--- src/rtl/core/dmwbc_pkg.sv ---
// ----------------------------------------------------------------------------
// dmwbc_pkg
// Shared types, constants and the microcode table of the write-back cache.
// ----------------------------------------------------------------------------
package dmwbc_pkg;

    localparam int NUM_LINES_DEF  = 16;
    localparam int LINE_BYTES_DEF = 16;
    localparam int MEM_BYTES_DEF  = 2048;
    localparam int ADDR_BITS      = 11;
    localparam int BYTE_BITS      = 8;
    localparam int STEP_BITS      = 3;

    typedef logic [STEP_BITS-1:0] step_t;

    // microprogram addresses
    localparam step_t STEP_INIT = 3'd0;
    localparam step_t STEP_IDLE = 3'd1;
    localparam step_t STEP_CMP  = 3'd2;
    localparam step_t STEP_DISP = 3'd3;
    localparam step_t STEP_WB   = 3'd4;
    localparam step_t STEP_FILL = 3'd5;
    localparam step_t STEP_ACC  = 3'd6;
    localparam step_t STEP_RES  = 3'd7;

    typedef enum logic [2:0] {
        COND_NEVER,
        COND_ACCEPT,
        COND_HIT,
        COND_CLEAN,
        COND_LOOP_DONE,
        COND_INIT_DONE,
        COND_OUT_FREE
    } cond_t;

    typedef struct packed {
        logic  take_item;
        logic  tag_cmp;
        logic  wb_move;
        logic  fill_move;
        logic  init_fill;
        logic  line_access;
        logic  emit_result;
        logic  cnt_inc;
        logic  cnt_clear;
        cond_t cond;
        logic  hold;
        step_t target;
    } ctl_t;

    typedef struct packed {
        logic accept;
        logic hit;
        logic clean;
        logic loop_done;
        logic init_done;
        logic out_free;
    } stat_t;

    typedef struct packed {
        logic                 action;
        logic [ADDR_BITS-1:0] byte_address;
        logic [BYTE_BITS-1:0] write_byte;
    } in_item_t;

    typedef struct packed {
        logic [BYTE_BITS-1:0] byte_value;
        logic                 was_hit;
        logic                 wrote_back;
    } out_item_t;

    // Control word for each step. A true condition jumps to target; otherwise
    // hold stays on the step, else fall through to the next one.
    function automatic ctl_t ucode_rom(input step_t step);
        ctl_t w;
        w = '0;
        unique case (step)
            STEP_INIT: begin
                w.init_fill = 1'b1;
                w.cond      = COND_INIT_DONE;
                w.hold      = 1'b1;
                w.target    = STEP_IDLE;
            end
            STEP_IDLE: begin
                w.take_item = 1'b1;
                w.cond      = COND_ACCEPT;
                w.hold      = 1'b1;
                w.target    = STEP_CMP;
            end
            STEP_CMP: begin
                w.tag_cmp   = 1'b1;
                w.cnt_clear = 1'b1;
                w.cond      = COND_HIT;
                w.target    = STEP_ACC;
            end
            STEP_DISP: begin
                w.cnt_clear = 1'b1;
                w.cond      = COND_CLEAN;
                w.target    = STEP_FILL;
            end
            STEP_WB: begin
                w.wb_move = 1'b1;
                w.cnt_inc = 1'b1;
                w.cond    = COND_LOOP_DONE;
                w.hold    = 1'b1;
                w.target  = STEP_FILL;
            end
            STEP_FILL: begin
                w.fill_move = 1'b1;
                w.cnt_inc   = 1'b1;
                w.cond      = COND_LOOP_DONE;
                w.hold      = 1'b1;
                w.target    = STEP_ACC;
            end
            STEP_ACC: begin
                w.line_access = 1'b1;
                w.cond        = COND_NEVER;
                w.target      = STEP_RES;
            end
            STEP_RES: begin
                w.emit_result = 1'b1;
                w.cond        = COND_OUT_FREE;
                w.hold        = 1'b1;
                w.target      = STEP_IDLE;
            end
        endcase
        return w;
    endfunction

endpackage

--- src/rtl/core/dmwbc_seq.sv ---
// ----------------------------------------------------------------------------
// dmwbc_seq
// Microprogram sequencer: step counter, control table and jump logic.
// ----------------------------------------------------------------------------
module dmwbc_seq (
    input  logic               aclk,
    input  logic               aresetn,
    input  dmwbc_pkg::stat_t   stat,
    output dmwbc_pkg::ctl_t    ctl
);

    dmwbc_pkg::step_t step_reg;
    dmwbc_pkg::step_t step_next;
    logic             cond_true;

    assign ctl = dmwbc_pkg::ucode_rom(step_reg);

    always_comb begin
        unique case (ctl.cond)
            dmwbc_pkg::COND_NEVER:     cond_true = 1'b0;
            dmwbc_pkg::COND_ACCEPT:    cond_true = stat.accept;
            dmwbc_pkg::COND_HIT:       cond_true = stat.hit;
            dmwbc_pkg::COND_CLEAN:     cond_true = stat.clean;
            dmwbc_pkg::COND_LOOP_DONE: cond_true = stat.loop_done;
            dmwbc_pkg::COND_INIT_DONE: cond_true = stat.init_done;
            dmwbc_pkg::COND_OUT_FREE:  cond_true = stat.out_free;
            default:                   cond_true = 1'b0;
        endcase
    end

    always_comb begin
        priority if (cond_true) begin
            step_next = ctl.target;
        end else if (ctl.hold) begin
            step_next = step_reg;
        end else begin
            step_next = step_reg + dmwbc_pkg::step_t'(1);
        end
    end

    always_ff @(posedge aclk) begin
        if (!aresetn) begin
            step_reg <= dmwbc_pkg::STEP_INIT;
        end else begin
            step_reg <= step_next;
        end
    end

endmodule

--- config.mk ---
export PLATFORM = sky130hd
export DESIGN_NAME = dmwbc_seq
export DESIGN_NICKNAME = d
export VERILOG_FILES = /design/src/rtl/core/dmwbc_pkg.sv /design/src/rtl/core/dmwbc_seq.sv
export SDC_FILE = /design/constraint.sdc
export NUM_CORES = 1
export LEC_CHECK = 0
export BUFFER_PORTS_ARGS = -buffer_cell sky130_fd_sc_hd__buf_2
export CAP_MARGIN = 20
export CORE_MARGIN = 2
export CORE_UTILIZATION = 30
export DETAILED_ROUTE_END_ITERATION = 10
export PLACE_DENSITY_LB_ADDON = 0.25
export SETUP_SLACK_MARGIN = 0.1
export SLEW_MARGIN = 20
export SYNTH_ARGS = -nofsm -noshare
export SYNTH_HDL_FRONTEND = slang
export SYNTH_SLANG_ARGS = --single-unit
--- constraint.sdc ---
create_clock -name aclk -period 2.2 [get_ports aclk]
set_input_delay 0.11 -clock aclk [delete_from_list [all_inputs] [get_ports aclk]]
set_output_delay 0.11 -clock aclk [all_outputs]
set_load 0.02 [all_outputs]
==> run_results.csv <==
group,metric,value,unit
run_status,status,"complete, no violations",
pwr,pwr-share-seq,9.6,%
timing,maxSlewViolCount,0,
setup_path,cp_num_buf_inv,2,
floorplanning,core,0.00149,mm2
clock_network,clockBufferDepth,2,
logic_synthesis,synth_cell_types,28,
hold_path,min_to,"step_reg[2]",
pwr,p_int,502,uW
setup_path,arrival,1.86,ns
clock_network,clockRootBuffer,"clkbuf_4",
setup_path,r2r_slack,0.25,ns
finish,largest_register_ffs,3,
hold_path,hold_depth,3,
place,dp.final_hpwl,986,um
finish,nets,108,
place,gp_congestion,0.805,
setup_path,cp.required,2.09,ns
finish,final-instance-count-excl-fill,109,
place,place_inst,105,
pwr,clkPwrFrac,9.0,%
setup_path,critPathKind,"register to output pin",
setup_path,critPathTopFamily,"simple AND/OR/NAND/NOR gates",
logic_synthesis,ys_warn_count,0,
clock_network,clk_latency,0.24,ns
pwr,p_per_area,1630,mW/mm2
clock_network,cts_hold_buf,0,
timing,max-slew-margin-rel,67.7,%
setup_path,start_kind,"register",
drt,drt-initial-drc-count,10,
logic_synthesis,synthArstFlopShare,0,%
timing,setup_violations,0,
finish,design_area,681,um2
hold_path,hold_class,"primary input to register",
drt,wl_per_cell,11.7,um
timing,tightest_slew,0.479,ns
timing,fin_crit,1.97,ns
finish,n_antenna_cell,0,
setup_path,end_kind,"output pin",
pwr,power,1.11,mW
logic_synthesis,synth-seq-cells,3,
clock_network,cts_made_buffers,3,
drt,via_per_inst,5.03,
logic_synthesis,synth_common_cells,"nor2_1, inv_1, ha_1, nand2_1",
setup_path,slowest_stage,"dfxtp_2",
drt,drt_wl_total,1280,um
timing,fin_ws,0.232,ns
timing,timing.final.crit_share,89.5,%
finish,drive_gt1_share,49.5,%
clock_network,cts_tree,"built",
logic_synthesis,synth.avg_cell_area,7.30,um2
floorplanning,die_x,43.8,um
setup_path,cp_cell_sequence,"inv_1, ha_1, and2_1, nand2b_1, or3_1, buf_2",
floorplanning,fp.dieH,43.8,um
pwr,p_switching,605,uW
setup_path,rr_endpoint,"step_reg[2]",
clock_network,path_clk_slew,0.03,ns
timing,finClkSkew,0.00161,ns
grt,antenna_found_initial,0,
pwr,ir_drop,780,uV
grt,grt_start_max_net_pins,9,
floorplanning,row_count,14,
floorplanning,initial_core_util,31.8,%
logic_synthesis,synth_top_area_share,15.8,%
setup_path,critPathMaxStageDelay,0.38,ns
logic_synthesis,yosysTopAreaCell,"ha_1",
logic_synthesis,syn_nets,79,
drt,ant_nets,0,
logic_synthesis,synth_cells,65,
logic_synthesis,synth_edf_count,0,
timing,fmax,508,MHz
floorplanning,die_area,0.00191,mm2
finish,final_core_util,45.7,%
setup_path,reg2reg_depth,8,
drt,vias,548,
timing,fin_hold_ws,0.131,ns
timing,rsz0062_at_grt,"false",
drt,detail_route.drc_violations,0,
place,place_area,612,um2
logic_synthesis,synth_most_common_cell,"nor2_1",
logic_synthesis,ys_seq_area_share,12.7,%
logic_synthesis,synthesis.area,474,um2
grt,grt_usage,14.1,%
setup_path,r2r_start,"step_reg[0]",
timing,final-hold-violation-count,0,
pwr,p_leak,0.365,nW
setup_path,crit_fanout,6,
pwr,switching_share,54.7,%
finish,syn_to_final_growth,43.5,%
grt,grt_pass1_wl,2060,um
finish,fillers,156,
place,io_buffers,23,
floorplanning,pin_count,24,
logic_synthesis,synth_ff_type,"dfxtp_1",
grt,grt-ovfl-total,0,
timing,setup_tns,0,ns
run,drv_cap,0,
drt,drt-pass1-iter-count,4,
logic_synthesis,synth_area_leaders,"ha_1, dfxtp_1, nor2_1, inv_1, buf_6",
hold_path,holdCritStartpoint,"aresetn",
clock_network,htreeDepth,1,
pwr,combPwrFrac,81.3,%
clock_network,cts.sink_count,3,
grt,grt_pass1_vias,488,
place,dp_slack,0.136,ns
==> cells by family (layout without fill, tap and decap cells) <==
| kind of cell | after synthesis | after routing | share of synthesized area, % |
|---|---|---|---|
| buf+inv | 10 | 38 | 11.1 |
| compound gates | 14 | 14 | 21.1 |
| simple gates | 30 | 30 | 35.1 |
| mux | 2 | 2 | 4.22 |
| fa+ha+maj | 6 | 6 | 15.8 |
| flops | 3 | 3 | 12.7 |
==> cells in the final DEF (no fill, tap or decap) <==
cell and instances:
buf_2 23, nor2_1 8, inv_1 7, nand2_1 4, o21ai_0 3, nor3_1 3, ha_1 3, clkbuf_4 3
buf_4 3, and2_1 2, nand2b_1 2, nor2b_1 2, or3_1 2, a21oi_2 2, nand3_1 2, a21oi_1 2
ha_2 2, dfxtp_2 2, inv_2 1, nor2b_4 1, nor2_4 1, nand2b_4 1, a31o_2 1, or2_2 1
a21o_1 1, mux2i_1 1, o21ai_2 1, mux2i_2 1, o211ai_2 1, and3b_1 1, a221oi_2 1, a221o_1 1
a211o_1 1, ha_4 1, clkbuf_1 1, dfxtp_1 1
==> metal layers <==
layer  GRT usage, %  share of wire (%)  up-vias
li1               -                  -      282
met1           19.6                 45      249
met2           20.3                 49       15
met3           1.67                3.8        2
met4           9.09                1.6        0
met5              0                  0        -
==> repair_timing <==
item | 4_1_cts | 5_1_grt
endpoints found under the hold margin | 0 | 0
endpoints found under the setup margin | 0 | 3
buffers inserted | 0 | 0
resized for setup | 0 | 11
==> how the worst max path moves through the flow <==
stage | from | to | slack (ns) | depth (start not counted)
finish | step_reg[1] | ctl[2] | 0.23 | 6
detailed placement | step_reg[0] | step_reg[2] | 0.14 | 8
global placement | step_reg[0] | step_reg[2] | 0.15 | 8
global route | step_reg[0] | step_reg[0] | 0.12 | 8
CTS | step_reg[0] | step_reg[2] | 0.13 | 8
floorplan | step_reg[0] | step_reg[2] | 0.14 | 9
==> power by group through the flow <==
stage	Combinational, mW	Clock [mW]	Sequential, mW
2_1_floorplan	0.638	0	0.0960
3_3_place_gp	0.849	0	0.0986
3_5_place_dp	0.843	0	0.0991
4_1_cts	0.845	0.102	0.0982
5_1_grt	0.989	0.109	0.109
6_report	0.901	0.100	0.106
==> area by class of cell <==
type	count	area (um2)	share of cell area (%)
Clock buffer	4	26.3	3.86
Timing Repair Buffer	26	138	20.2
Multi-Input combinational cell	52	404	59.4
Tap cell	16	20.0	2.94
Sequential cell	3	62.6	9.19
Inverter	8	30.0	4.41
==> worst reg2reg max path: stages, from the launching register on <==
cell and delay (ns):
dfxtp_2 0.35, inv_1 0.14, ha_4 0.18, nor2b_4 0.15, nand2b_4 0.17, mux2i_2 0.23, o211ai_2 0.19, a221o_1 0.35
a21oi_2 0.13
Power figures use the tool's default switching activity.
